## config.mk

```make
export PLATFORM = sky130hd
export DESIGN_NAME = pid_controller_three_mode_unit
export DESIGN_NICKNAME = d
export VERILOG_FILES = /design/src/design/pid3_pkg.sv /design/src/design/pid3_update.sv /design/src/design/pid_controller_three_mode_unit.sv
export SDC_FILE = /design/constraint.sdc
export NUM_CORES = 2
export LEC_CHECK = 0
export ABC_AREA = 1
export BUFFER_PORTS_ARGS = -buffer_cell sky130_fd_sc_hd__buf_4
export CORE_ASPECT_RATIO = 2
export CORE_MARGIN = 4
export CORE_UTILIZATION = 55
export DETAILED_ROUTE_END_ITERATION = 8
export GPL_TIMING_DRIVEN = 0
export PLACE_DENSITY = 0.71
export SYNTH_ARGS = -nofsm -noshare
export SYNTH_HDL_FRONTEND = slang
export SYNTH_HIERARCHICAL = 1
export SYNTH_SLANG_ARGS = --single-unit
```

## constraint.sdc

```tcl
create_clock -name i_clk -period 32.5 [get_ports i_clk]
set_input_delay 1.625 -clock i_clk [delete_from_list [all_inputs] [get_ports i_clk]]
set_output_delay 1.625 -clock i_clk [all_outputs]
set_load 0.1 [all_outputs]
```

## src/design/pid3_pkg.sv

```systemverilog
// Shared types, constants and width helpers for the three-mode PID controller.
// No dependencies; imported by pid3_update, pid_controller_three_mode_unit, pid3_checker and tb.

package pid3_pkg;

    localparam int GAIN_W         = 16;   // signed Q8.8 gains
    localparam int ACC_W          = 40;   // integral accumulator
    localparam int LIMIT_W        = 15;   // integral and output limits
    localparam int THRESH_W       = 16;   // separation threshold
    localparam int CFG_IDX_W      = 3;
    localparam int CFG_DATA_W     = 16;
    localparam int DATA_WIDTH_DEF = 16;
    localparam int FRAC_BITS_DEF  = 8;

    typedef enum logic [1:0] {
        MODE_POS = 2'd0,
        MODE_SEP = 2'd1,
        MODE_INC = 2'd2
    } t_mode;

    typedef enum logic {
        OP_STEP  = 1'b0,
        OP_CLEAR = 1'b1
    } t_op;

    typedef enum logic [CFG_IDX_W-1:0] {
        REG_MODE       = 3'd0,
        REG_ZERO_OUT   = 3'd1,
        REG_GAIN_P     = 3'd2,
        REG_GAIN_I     = 3'd3,
        REG_GAIN_D     = 3'd4,
        REG_INT_LIMIT  = 3'd5,
        REG_OUT_LIMIT  = 3'd6,
        REG_SEP_THRESH = 3'd7
    } t_cfg_reg;

    typedef struct packed {
        t_mode                      mode;
        logic                       zero_output;
        logic signed [GAIN_W-1:0]   gain_p;
        logic signed [GAIN_W-1:0]   gain_i;
        logic signed [GAIN_W-1:0]   gain_d;
        logic [LIMIT_W-1:0]         integral_limit;
        logic [LIMIT_W-1:0]         output_limit;
        logic [THRESH_W-1:0]        sep_threshold;
    } t_pid_cfg;

    // Width of a gain times the widest error difference (e0 - 2*e1 + e2).
    function automatic int term_w(int dw);
        return GAIN_W + dw + 3;
    endfunction

    // Width that holds every sum formed before rounding, with headroom.
    function automatic int sum_w(int dw, int fb);
        int w;
        w = ACC_W;
        if (term_w(dw) > w) w = term_w(dw);
        if (dw + fb + 1 > w) w = dw + fb + 1;
        return w + 3;
    endfunction

endpackage

```

## src/design/pid3_update.sv

```systemverilog
// Second-stage arithmetic of the PID controller: integral update, term sum,
// rounding, clamping and saturation. Depends on pid3_pkg.

module pid3_update
    import pid3_pkg::*;
#(
    parameter int DATA_WIDTH = DATA_WIDTH_DEF,
    parameter int FRAC_BITS  = FRAC_BITS_DEF
) (
    input  t_pid_cfg                                 i_cfg,
    input  logic                                     i_sep,
    input  logic signed [term_w(DATA_WIDTH)-1:0]     i_p_term,
    input  logic signed [term_w(DATA_WIDTH)-1:0]     i_i_term,
    input  logic signed [term_w(DATA_WIDTH)-1:0]     i_d_term,
    input  logic signed [ACC_W-1:0]                  i_acc,
    input  logic signed [DATA_WIDTH-1:0]             i_held,
    output logic signed [ACC_W-1:0]                  o_acc,
    output logic signed [DATA_WIDTH-1:0]             o_held
);

    localparam int SUM_W = sum_w(DATA_WIDTH, FRAC_BITS);

    localparam logic signed [SUM_W-1:0] ACC_HI  = SUM_W'((64'sd1 <<< (ACC_W - 1)) - 64'sd1);
    localparam logic signed [SUM_W-1:0] ACC_LO  = ~ACC_HI;
    localparam logic signed [SUM_W-1:0] OUT_HI  =
        SUM_W'((64'sd1 <<< (DATA_WIDTH - 1)) - 64'sd1);
    localparam logic signed [SUM_W-1:0] OUT_LO  = ~OUT_HI;
    localparam logic signed [SUM_W-1:0] HALF    = SUM_W'((64'sd1 <<< FRAC_BITS) >>> 1);

    logic signed [SUM_W-1:0] p_x, i_x, d_x, acc_x, held_sc;
    logic signed [SUM_W-1:0] acc_sum, acc_sat, acc_pos, acc_n;
    logic signed [SUM_W-1:0] ilim, olim, sum, rnd, rnd_lim, rnd_sat;
    logic                    step_ok;

    always_comb begin
        p_x     = SUM_W'(i_p_term);
        i_x     = SUM_W'(i_i_term);
        d_x     = SUM_W'(i_d_term);
        acc_x   = SUM_W'(i_acc);
        held_sc = SUM_W'(i_held) <<< FRAC_BITS;

        // Accumulate and saturate to the accumulator range.
        acc_sum = acc_x + i_x;
        if (acc_sum > ACC_HI) begin
            acc_sat = ACC_HI;
        end else if (acc_sum < ACC_LO) begin
            acc_sat = ACC_LO;
        end else begin
            acc_sat = acc_sum;
        end

        // Optional integral clamp, positional mode only.
        ilim = SUM_W'(i_cfg.integral_limit) <<< FRAC_BITS;
        if (i_cfg.integral_limit == '0) begin
            acc_pos = acc_sat;
        end else if (acc_sat > ilim) begin
            acc_pos = ilim;
        end else if (acc_sat < -ilim) begin
            acc_pos = -ilim;
        end else begin
            acc_pos = acc_sat;
        end

        step_ok = 1'b1;
        unique case (i_cfg.mode)
            MODE_POS: begin
                acc_n = acc_pos;
                sum   = p_x + acc_pos + d_x;
            end
            MODE_SEP: begin
                acc_n = i_sep ? '0 : acc_sat;
                sum   = p_x + d_x + acc_n;
            end
            MODE_INC: begin
                acc_n = acc_sat;
                sum   = held_sc + p_x + i_x + d_x;
            end
            default: begin
                // Reserved mode: the step leaves all state as it was.
                step_ok = 1'b0;
                acc_n   = acc_x;
                sum     = '0;
            end
        endcase

        rnd = (sum + HALF) >>> FRAC_BITS;

        olim = SUM_W'(i_cfg.output_limit);
        if (i_cfg.output_limit == '0) begin
            rnd_lim = rnd;
        end else if (rnd > olim) begin
            rnd_lim = olim;
        end else if (rnd < -olim) begin
            rnd_lim = -olim;
        end else begin
            rnd_lim = rnd;
        end

        if (rnd_lim > OUT_HI) begin
            rnd_sat = OUT_HI;
        end else if (rnd_lim < OUT_LO) begin
            rnd_sat = OUT_LO;
        end else begin
            rnd_sat = rnd_lim;
        end

        o_acc  = acc_n[ACC_W-1:0];
        o_held = step_ok ? rnd_sat[DATA_WIDTH-1:0] : i_held;
    end

endmodule

```

## src/design/pid_controller_three_mode_unit.sv

```systemverilog
// Top level of the three-mode PID controller: input register, error and gain
// product stage, and the result register. Depends on pid3_pkg and pid3_update.
//
// Usage
// -----
// The input channel (i_valid, o_stall, i_op, i_setpoint, i_measurement) takes
// one transaction whenever i_valid is high and o_stall is low. A step
// transaction forms the error, updates the controller state in a defined
// mode and yields one drive value on the output channel (o_valid, i_stall,
// o_drive). A clear transaction zeroes the error history, the integral and
// the held output and yields nothing on the output channel.
//
// The pipeline has three registers: the input register, the product register
// (error history and the three gain products are settled here) and the
// result register, through which a drive value moves in that order. While
// the receiver does not stall, a new transaction can be accepted on every
// cycle, so the throughput is one transaction per cycle. The integral and
// held-output feedback closes inside the second stage.
//
// When the receiver stalls, the result register holds its value and each
// stage keeps accepting until it is full; o_stall rises only once all three
// stages hold a transaction. The configuration port is a plain write port and
// must only be used while no transaction is in flight. Synchronous reset
// clears every configuration register, the controller state and all valid
// flags.

module pid_controller_three_mode_unit
    import pid3_pkg::*;
#(
    parameter int DATA_WIDTH = DATA_WIDTH_DEF,
    parameter int FRAC_BITS  = FRAC_BITS_DEF
) (
    input  logic                          i_clk,
    input  logic                          i_rst_n,
    // Configuration write port
    input  logic                          i_cfg_we,
    input  logic [CFG_IDX_W-1:0]          i_cfg_index,
    input  logic [CFG_DATA_W-1:0]         i_cfg_data,
    // Input channel
    input  logic                          i_valid,
    output logic                          o_stall,
    input  logic                          i_op,
    input  logic signed [DATA_WIDTH-1:0]  i_setpoint,
    input  logic signed [DATA_WIDTH-1:0]  i_measurement,
    // Output channel
    output logic                          o_valid,
    input  logic                          i_stall,
    output logic signed [DATA_WIDTH-1:0]  o_drive
);

    localparam int EW     = DATA_WIDTH + 1;        // error width
    localparam int OW     = EW + 2;                // multiplier operand width
    localparam int TERM_W = term_w(DATA_WIDTH);
    localparam int CMP_W  = (EW > THRESH_W) ? EW : THRESH_W;
    localparam int LW     = ((DATA_WIDTH > LIMIT_W) ? DATA_WIDTH : LIMIT_W) + 1;

    // Configuration registers.
    t_pid_cfg r_cfg;

    // Input register.
    logic                         r_v1;
    t_op                          r_op1;
    logic signed [DATA_WIDTH-1:0] r_sp1, r_meas1;

    // Error history.
    logic signed [EW-1:0]         r_err_now, r_err_prev;

    // Product register.
    logic                         r_v2;
    t_op                          r_op2;
    logic                         r_sep2;
    logic signed [TERM_W-1:0]     r_p2, r_i2, r_d2;

    // Controller state and result register.
    logic signed [ACC_W-1:0]      r_acc;
    logic signed [DATA_WIDTH-1:0] r_held;
    logic                         r_out_valid;
    logic signed [DATA_WIDTH-1:0] r_drive;

    // Handshake and flow control.
    logic in_acc, out_free, adv1, adv2, s1_free, s2_free;

    // First-stage arithmetic.
    logic signed [EW-1:0]     err;
    logic signed [EW:0]       d1;
    logic signed [OW-1:0]     d2, p_opnd, d_opnd;
    logic [EW-1:0]            mag;
    logic                     sep;
    logic signed [TERM_W-1:0] p_term, i_term, d_term;
    logic                     mode_ok;

    // Second-stage results.
    logic signed [ACC_W-1:0]      acc_n;
    logic signed [DATA_WIDTH-1:0] held_n;

    // Flow control: a stage may advance when the one after it is free or
    // frees itself in this same cycle.
    assign out_free = !r_out_valid || !i_stall;
    assign adv2     = r_v2 && out_free;
    assign s2_free  = !r_v2 || adv2;
    assign adv1     = r_v1 && s2_free;
    assign s1_free  = !r_v1 || adv1;
    assign o_stall  = !s1_free;
    assign in_acc   = i_valid && s1_free;

    assign mode_ok = (r_cfg.mode == MODE_POS) || (r_cfg.mode == MODE_SEP) ||
                     (r_cfg.mode == MODE_INC);

    // Error, its differences against the history, and the gain products.
    // Incremental mode takes the first difference for P and the second
    // difference for D; the positional modes take the error and the first
    // difference.
    always_comb begin
        err    = EW'(r_sp1) - EW'(r_meas1);
        d1     = (EW + 1)'(err) - (EW + 1)'(r_err_now);
        d2     = OW'(err) - (OW'(r_err_now) <<< 1) + OW'(r_err_prev);
        p_opnd = (r_cfg.mode == MODE_INC) ? OW'(d1) : OW'(err);
        d_opnd = (r_cfg.mode == MODE_INC) ? d2 : OW'(d1);
        p_term = TERM_W'($signed(r_cfg.gain_p)) * TERM_W'(p_opnd);
        i_term = TERM_W'($signed(r_cfg.gain_i)) * TERM_W'(err);
        d_term = TERM_W'($signed(r_cfg.gain_d)) * TERM_W'(d_opnd);
        mag    = err[EW-1] ? EW'(-err) : EW'(err);
        sep    = CMP_W'(mag) > CMP_W'(r_cfg.sep_threshold);
    end

    pid3_update #(
        .DATA_WIDTH (DATA_WIDTH),
        .FRAC_BITS  (FRAC_BITS)
    ) u_update (
        .i_cfg    (r_cfg),
        .i_sep    (r_sep2),
        .i_p_term (r_p2),
        .i_i_term (r_i2),
        .i_d_term (r_d2),
        .i_acc    (r_acc),
        .i_held   (r_held),
        .o_acc    (acc_n),
        .o_held   (held_n)
    );

    // Configuration registers.
    always_ff @(posedge i_clk) begin
        if (!i_rst_n) begin
            r_cfg <= '0;
        end else if (i_cfg_we) begin
            unique case (t_cfg_reg'(i_cfg_index))
                REG_MODE:       r_cfg.mode           <= t_mode'(i_cfg_data[1:0]);
                REG_ZERO_OUT:   r_cfg.zero_output    <= i_cfg_data[0];
                REG_GAIN_P:     r_cfg.gain_p         <= i_cfg_data;
                REG_GAIN_I:     r_cfg.gain_i         <= i_cfg_data;
                REG_GAIN_D:     r_cfg.gain_d         <= i_cfg_data;
                REG_INT_LIMIT:  r_cfg.integral_limit <= i_cfg_data[LIMIT_W-1:0];
                REG_OUT_LIMIT:  r_cfg.output_limit   <= i_cfg_data[LIMIT_W-1:0];
                REG_SEP_THRESH: r_cfg.sep_threshold  <= i_cfg_data[THRESH_W-1:0];
            endcase
        end
    end

    // Valid flags and controller state.
    always_ff @(posedge i_clk) begin
        if (!i_rst_n) begin
            r_v1        <= 1'b0;
            r_v2        <= 1'b0;
            r_out_valid <= 1'b0;
            r_err_now   <= '0;
            r_err_prev  <= '0;
            r_acc       <= '0;
            r_held      <= '0;
        end else begin
            if (in_acc) begin
                r_v1 <= 1'b1;
            end else if (adv1) begin
                r_v1 <= 1'b0;
            end

            if (adv1) begin
                r_v2 <= 1'b1;
            end else if (adv2) begin
                r_v2 <= 1'b0;
            end

            if (adv2 && r_op2 == OP_STEP) begin
                r_out_valid <= 1'b1;
            end else if (!i_stall) begin
                r_out_valid <= 1'b0;
            end

            // The error history shifts only for a step in a defined mode.
            if (adv1) begin
                if (r_op1 == OP_CLEAR) begin
                    r_err_now  <= '0;
                    r_err_prev <= '0;
                end else if (mode_ok) begin
                    r_err_prev <= r_err_now;
                    r_err_now  <= err;
                end
            end

            if (adv2) begin
                if (r_op2 == OP_CLEAR) begin
                    r_acc  <= '0;
                    r_held <= '0;
                end else begin
                    r_acc  <= acc_n;
                    r_held <= held_n;
                end
            end
        end
    end

    // Payload registers.
    always_ff @(posedge i_clk) begin
        if (in_acc) begin
            r_op1   <= t_op'(i_op);
            r_sp1   <= i_setpoint;
            r_meas1 <= i_measurement;
        end
        if (adv1) begin
            r_op2  <= r_op1;
            r_sep2 <= sep;
            r_p2   <= p_term;
            r_i2   <= i_term;
            r_d2   <= d_term;
        end
        if (adv2 && r_op2 == OP_STEP) begin
            r_drive <= r_cfg.zero_output ? '0 : held_n;
        end
    end

    assign o_valid = r_out_valid;
    assign o_drive = r_drive;

    // Checks on the held output against the output limit.
    logic signed [LW-1:0] a_held, a_lim;
    logic                 a_step2;

    assign a_held  = LW'(r_held);
    assign a_lim   = LW'(r_cfg.output_limit);
    assign a_step2 = adv2 && (r_op2 == OP_STEP);

    // A clear transaction leaves the integral and the held output at zero.
    assert property (@(posedge i_clk) disable iff (!i_rst_n)
        (adv2 && r_op2 == OP_CLEAR) |=> (r_acc == '0 && r_held == '0))
        else $error("clear transaction did not zero the controller state");

    // A new result appears only from a step transaction leaving stage two.
    assert property (@(posedge i_clk) disable iff (!i_rst_n)
        $rose(r_out_valid) |-> $past(a_step2))
        else $error("result register loaded without a step transaction");

    // In the reserved mode a step leaves the held output untouched.
    assert property (@(posedge i_clk) disable iff (!i_rst_n)
        (a_step2 && !mode_ok) |=> $stable(r_held))
        else $error("reserved mode changed the held output");

    // In a defined mode, a non-zero output limit bounds the held output.
    assert property (@(posedge i_clk) disable iff (!i_rst_n)
        (a_step2 && mode_ok && r_cfg.output_limit != '0) |=>
            (a_held <= a_lim && a_held >= -a_lim))
        else $error("held output outside the output limit");

endmodule

```

; Word-level counts from Yosys, hierarchy flattened
; Index checks and enable logic that the tools add are counted.
[totals]
reg_bits = 344
inputBits = 57
output_inout_bits = 18
word_cells = 126
[classes]
addsub = 16
mul = 3
n_lt_le_gt_ge = 9
eq_ne = 10
mux = 30
bitwise_logic = 1
n_reduce_logical = 33
[ops]
columns = op, count
row1 = 43-bit 2-to-1 mux, 9
row2 = 43-bit one-hot mux with 3 select lines, 1
row3 = 40-bit one-hot mux with 3 select lines, 1
row4 = 43-bit by 35-bit adder with 43-bit output, 2
row5 = 17-bit 2-to-1 mux, 5
row6 = 16-bit by 19-bit multiplier with 35-bit output, 2
row7 = 16-bit 2-to-1 mux, 4
row8 = 35-bit by 43-bit adder with 43-bit output, 1
row9 = 36-bit by 43-bit adder with 43-bit output, 1
row10 = "43-bit by 9-bit adder with 43-bit output, second input constant", 1
row11 = "43-bit by 16-bit greater-than comparator with 1-bit output, second input constant", 1
row12 = 43-bit by 24-bit greater-than comparator with 1-bit output, 1
row13 = "43-bit by 40-bit greater-than comparator with 1-bit output, second input constant", 1
row14 = 35-bit by 43-bit less-than comparator with 1-bit output, 1
row15 = "43-bit by 16-bit less-than comparator with 1-bit output, second input constant", 1
row16 = "43-bit by 40-bit less-than comparator with 1-bit output, second input constant", 1
row17 = 43-bit less-than comparator, 1
row18 = 15-bit negator with 43-bit output, 1
row19 = 23-bit negator with 43-bit output, 1
row20 = 40-bit by 33-bit adder with 41-bit output, 1
row21 = 40-bit 2-to-1 mux, 1
row22 = 19-bit 2-to-1 mux, 2
row23 = 36-bit by 33-bit adder with 37-bit output, 1
row24 = 24-bit by 35-bit adder with 36-bit output, 1
row25 = 27 further kinds, 60

; Logic depth before layout (Yosys ltp)
[depth]
depth_word = 21
mapped_depth = 92
ltp_nobuf = 87

; Hierarchy
; The synthesis kept the hierarchy.
[by_module_without_submodules]
columns = module, n_inst, cells_per_inst, area_each_um2, seq_area_each_um2
row1 = pid_controller_three_mode_unit, 1, 5742, 48501.5, 8428.1
row2 = pid3_update, 1, 3358, 20233.2, 0.0

; Worst setup path before layout
; No wires, ideal clock.
[synth_path]
kind = reg2reg
startpoint = reg, netlist name r_i2[32]
endpoint = reg r_drive[5] (netlist: o_drive[5]) (data pin)
setup_ps = 266
arrival_time_ps = 10467
required_time_ps = 32234
setup_slack_ps = 21767
path_stages_with_launch = 65
path_buffers = 5
period_less_slack_ps = 10733
path_cell_list = edfxtp_1 > ha_1 > a21oi_1 > o21ai_1 > nand2_1 > nand2_1 > a21oi_1 > nand2_1 > nand2_1 > nand2_4 > nand2_4 > buf_2 > buf_1 > nand2_1 > ha_1 > nand4_1 > nor4_1 > o21ai_0 > [... 29 more ...] > xor2_1 > inv_1 > ha_1 > a21oi_1 > o21ai_0 > nand3_1 > a21oi_1 > a211oi_1 > nand2_1 > nand2_1 > nand3_2 > o21ai_2 > clkbuf_1 > a21oi_2 > nor2_1 > nor2_1 > inv_1 > nor2_1
[synth_via]
elab_chain_len = 20
elab_cells_between_ends = 28
cone_classes = add/sub (7) / order compare (8) / mux (13)
[synth_lines]
columns = item, line
row1 = 40-bit by 33-bit adder with 41-bit output, pid3_update.sv:43  ; acc_sum = acc_x + i_x;
row2 = 43-bit by 40-bit less-than comparator with 1-bit output, pid3_update.sv:46  ; end else if (acc_sum < ACC_LO) begin
row3 = 43-bit 2-to-1 mux, pid3_update.sv:46
row4 = 43-bit 2-to-1 mux, pid3_update.sv:44  ; if (acc_sum > ACC_HI) begin
row5 = 43-bit less-than comparator, pid3_update.sv:58  ; end else if (acc_sat < -ilim) begin
row6 = 43-bit 2-to-1 mux, pid3_update.sv:58
row7 = 43-bit 2-to-1 mux, pid3_update.sv:56  ; end else if (acc_sat > ilim) begin
row8 = 43-bit 2-to-1 mux, pid3_update.sv:54  ; if (i_cfg.integral_limit == '0) begin
row9 = [... 5 more ...], -
row10 = 43-bit 2-to-1 mux, pid3_update.sv:93  ; end else if (rnd < -olim) begin
row11 = 43-bit 2-to-1 mux, pid3_update.sv:91  ; end else if (rnd > olim) begin
row12 = 43-bit 2-to-1 mux *, pid3_update.sv:89  ; if (i_cfg.output_limit == '0) begin
row13 = 43-bit by 16-bit less-than comparator with 1-bit output, pid3_update.sv:101  ; end else if (rnd_lim < OUT_LO) begin
row14 = 16-bit 2-to-1 mux, pid3_update.sv:101
row15 = 16-bit 2-to-1 mux *, pid3_update.sv:99  ; if (rnd_lim > OUT_HI) begin
row16 = 16-bit 2-to-1 mux *, pid3_update.sv:108  ; o_held = step_ok ? rnd_sat[DATA_WIDTH-1:0] : i_held;
row17 = named net held_n[5], pid_controller_three_mode_unit.sv:94  ; logic signed [DATA_WIDTH-1:0] held_n;
row18 = to (signal assigned), pid_controller_three_mode_unit.sv:226  ; r_drive <= r_cfg.zero_output ? '0 : held_n;
row19 = to (decl), pid_controller_three_mode_unit.sv:78  ; logic signed [DATA_WIDTH-1:0] r_drive;
; Mark *: on every way through the listed nets, which the timed path passes. The rest lies on a longest branch.
; A chain may end at the register's enable or synchronous reset.

; Final worst setup path
[layout_path]
startpoint = reg r_i2[0]
endpoint = reg r_held[14]
[layout_via]
elab_chain_len = 21
elab_cells_between_ends = 29
cone_classes = add/sub (7) / order compare (8) / mux (14)
[layout_lines]
columns = item, line
row1 = from (decl), pid_controller_three_mode_unit.sv:72  ; logic signed [TERM_W-1:0] r_p2, r_i2, r_d2;
row2 = from (signal assigned), pid_controller_three_mode_unit.sv:222  ; r_i2 <= i_term;
row3 = 40-bit by 33-bit adder with 41-bit output, pid3_update.sv:43
row4 = 43-bit by 40-bit less-than comparator with 1-bit output, pid3_update.sv:46
row5 = 43-bit 2-to-1 mux, pid3_update.sv:46
row6 = 43-bit 2-to-1 mux, pid3_update.sv:44
row7 = 43-bit less-than comparator, pid3_update.sv:58
row8 = 43-bit 2-to-1 mux, pid3_update.sv:58
row9 = 43-bit 2-to-1 mux, pid3_update.sv:56
row10 = 43-bit 2-to-1 mux, pid3_update.sv:54
row11 = [... 6 more ...], -
row12 = 43-bit 2-to-1 mux, pid3_update.sv:91
row13 = 43-bit 2-to-1 mux *, pid3_update.sv:89
row14 = 43-bit by 16-bit less-than comparator with 1-bit output, pid3_update.sv:101
row15 = 16-bit 2-to-1 mux, pid3_update.sv:101
row16 = 16-bit 2-to-1 mux *, pid3_update.sv:99
row17 = 16-bit 2-to-1 mux *, pid3_update.sv:108
row18 = named net held_n[14], pid_controller_three_mode_unit.sv:94
row19 = 16-bit 2-to-1 mux *, pid_controller_three_mode_unit.sv:200  ; if (r_op2 == OP_CLEAR) begin
row20 = to (signal assigned), pid_controller_three_mode_unit.sv:205  ; r_held <= held_n;
row21 = to (decl), pid_controller_three_mode_unit.sv:76  ; logic signed [DATA_WIDTH-1:0] r_held;
; Marks and branches as above.

==> results.json <==
{
  "hold_end": "r_cfg[7]$_SDFFE_PN0P_",
  "cts_buffers": 36,
  "fin_skew_ns": 0.0922,
  "outcome": "finished, violations left",
  "root_buffer": "clkbuf_16",
  "clockBufferDepth": 3,
  "synth_edf_count": 154,
  "hp-start": "r_cfg[7]$_SDFFE_PN0P_",
  "num_vias": 68000,
  "grt_pass1_vias": 71300,
  "min_period_ns": 18.07,
  "gp_congestion": 1.19,
  "max_slew_margin_pct": -7.89,
  "synthArstFlopShare_pct": 0,
  "fin_ws_ns": 14.43,
  "end_kind": "flip-flop",
  "rows": 183,
  "period_share_pct": 55.6,
  "fmax_ghz": 0.0553,
  "slew_violations": 29,
  "synth_cells": 9100,
  "htree_levels": 2,
  "hold_buffers": 0,
  "cp-startpoint": "r_i2[0]$_DFFE_PP_",
  "syn-num-nets": 10800,
  "dp_slack_ns": 16.21,
  "io_buffers": 74,
  "slowest_delay_ns": 1.15,
  "antenna_found_initial": 27,
  "postCtsSetupBuffers": 0,
  "dp_hpwl_um": 266000,
  "r2r_start": "r_i2[0]$_DFFE_PP_",
  "cp_max_fo": 12,
  "synth_seq_cells": 344,
  "cp.required_ns": 33.11,
  "die_area_mm2": 0.131,
  "drive_gt1_share_pct": 4.83,
  "rrSetupSlack_ns": 14.43,
  "routed_wl_um": 328000,
  "holdCritPathClass": "reg2reg",
  "clkLatencyLatePin_ns": 0.72,
  "die_x_um": 258,
  "synth.avg_cell_area_um2": 7.55,
  "drc": 0,
  "synth.distinct_cells": 71,
  "cts_tree": "yes",
  "synthTopCellsByArea": "fa_1 (30%), ha_1 (11%), nand2_1 (10%)",
  "netlist.area_leader.share_pct": 30.1,
  "finalHoldViolCount": 0,
  "synth_area_mm2": 0.0687,
  "final.setup.tns_ns": 0,
  "min_path_cells": 2,
  "route.antenna.remaining_nets": 0,
  "ctsResizeCount": 0,
  "grt.total_usage_pct": 51.4,
  "avgRoutedWirePerCell_um": 29.9,
  "yosysSeqAreaShare_pct": 12.3,
  "drt_pre_antenna_iters": 8,
  "timing.rr.end": "r_held[14]$_SDFFE_PN0P_",
  "n_fill_cell": 11900,
  "grt_pass1_wl_um": 487000,
  "crit_path_start_kind": "flip-flop",
  "crit_slowest_cell": "a31oi_2",
  "vias_per_cell": 6.21,
  "start_util_pct": 55.3,
  "cellLeakagePower_uw": 0.0357,
  "clock-sinks": 344,
  "ys_warn_count": 6,
  "reg2regPathDepth": 77,
  "synth_top_area_cell": "fa_1",
  "final_net_count": 10900,
  "violations": "capacitance limit, slew limit",
  "area_growth_syn_to_layout_pct": 6.24,
  "die-height_um": 508,
  "cp_common_cell": "nand2_1",
  "max_cap_viol_count": 4,
  "rsz0062_at_grt": "no",
  "drt_iter0_drc": 7176,
  "critPathKind": "reg2reg",
  "worstPathArrival_ns": 18.68,
  "clkTransAtPathRegs_ns": 0.07,
  "tightestPinTransition_ns": 1.62,
  "ir_drop_mv": 0.0893,
  "power_density_mw_per_mm2": 98.5,
  "finalSetupViolCount": 0,
  "core_area_mm2": 0.124,
  "power.total_uw": 7190,
  "io-pin-count": 75,
  "ys.flop_type": "dfxtp_1",
  "grt_overflow": 0,
  "grt_max_degree": 69
}
## worst max-delay path: cells and delay by family (launching register included)
| kind | cells | cell delay (ns) |
|---|---|---|
| buf+inv | 9 | 1.92 |
| compound gates | 17 | 4.80 |
| simple gates | 44 | 8.11 |
| fa+ha+maj | 6 | 2.38 |
| flops | 1 | 0.39 |
| xor+xnor | 1 | 0.29 |
## worst max path at each step
stage | end | slack (ns) | depth (start not counted)
global placement | r_held[14]$_SDFFE_PN0P_ | 15.98 | 77
global route | r_held[14]$_SDFFE_PN0P_ | 14.01 | 73
CTS | r_held[14]$_SDFFE_PN0P_ | 16.17 | 72
finish | r_held[14]$_SDFFE_PN0P_ | 14.43 | 77
detailed placement | r_held[14]$_SDFFE_PN0P_ | 16.21 | 72
floorplan | o_drive[5]$_SDFFCE_PP0P_ | 21.77 | 64
## Yosys cell counts (18+ instances only)
cell,count
a211oi_1,18
a21o_1,41
a21oi_1,605
a21oi_2,23
a31oi_1,36
buf_1,20
buf_2,29
clkbuf_1,179
clkinv_1,19
dfxtp_1,190
edfxtp_1,154
fa_1,1033
ha_1,603
inv_1,1719
inv_2,36
nand2_1,1881
nand2_2,62
nand3_1,300
nand3_2,18
nand3b_1,21
nand4_1,66
nor2_1,1011
nor3_1,70
nor4_1,24
o211ai_1,44
o21a_1,25
o21ai_0,353
o21ai_1,28
o21ai_2,20
o21bai_1,38
o221ai_1,25
or2_2,25
xnor2_1,81
xor2_1,156
## cells in the final DEF, fill, tap and decap left out, types with 24 or more instances in the layout
cell type,count
xor2_1,156
clkbuf_1,178
o211ai_1,44
ha_1,603
a21oi_2,24
inv_2,36
o221ai_1,25
clkbuf_16,39
dfxtp_1,190
diode_2,34
o21ai_1,33
a21o_1,41
a21oi_1,604
edfxtp_1,154
clkinv_1,24
o21a_1,25
fa_1,1033
inv_1,1718
nor4_1,24
or2_2,25
nand3_1,300
buf_2,29
buf_4,91
o21bai_1,38
nand2_2,62
nor2_1,1008
nand2_1,1881
o21ai_0,347
a31oi_1,35
nor3_1,70
nand4_1,66
xnor2_1,80
## routing by layer
metal,GRT usage (%),vias to the layer above,part of all wire [%]
li1,-,28700,-
met1,43.9,32300,27
met2,83.1,4416,47
met3,21.4,2515,10
met4,59.1,16,16
met5,3.26,-,0.083
## cell type report
class | instances | area, µm² | area share, %
Clock buffer | 42 | 976 | 1.34
Multi-Input combinational cell | 6734 | 52600 | 72.1
Buffer | 247 | 1060 | 1.45
Inverter | 1775 | 6670 | 9.13
Timing Repair Buffer | 88 | 779 | 1.07
Tap cell | 1665 | 2080 | 2.85
Antenna cell | 34 | 85.1 | 0.117
Sequential cell | 344 | 8430 | 11.5
Clock inverter | 24 | 330 | 0.452
## sequential cells by signal, summed over array words and instances, names as in the netlist
name and cells:
r_v2 1, o_drive 16, r_err_prev 17, r_p2 35, r_held 16, r_op2 1
r_acc 40, r_cfg 82, r_d2 35, r_err_now 17, r_meas1 16, o_valid 1
r_v1 1, r_sep2 1, r_op1 1, r_sp1 16, a_lim 15, r_i2 33
## cell families after synthesis
group,after synthesis,share of synthesized area (%)
buffers and inverters,2022,11.2
DFF,344,12.3
AOI/OAI and AO/OA,1318,11.0
adders and majority gates,1636,41.1
xor gates and xnor gates,237,3.02
and+or+nand+nor,3543,21.4
## stage by stage
| step | hold slack [ns] | cells | area (µm²) | utilization, % |
|---|---|---|---|---|
| after floorplan | 0.426 | 9100 | 68700 | - |
| after global placement | 0.451 | 10800 | 71400 | 57.4 |
| after detailed placement | 0.455 | 10800 | 71400 | 57.5 |
| after CTS | 0.461 | 10900 | 72700 | 58.5 |
| after global routing | 0.480 | 10900 | 73000 | 58.7 |
| final | 0.472 | 11000 | 73000 | 58.7 |
## power by group
group          leakage (µW)  switching (µW)  internal, µW
sequential          0.00302             174           540
combinational        0.0320            4280          1700
clock              0.000632             221           274
total                0.0357            4680          2510
Power figures use the tool's default switching activity.
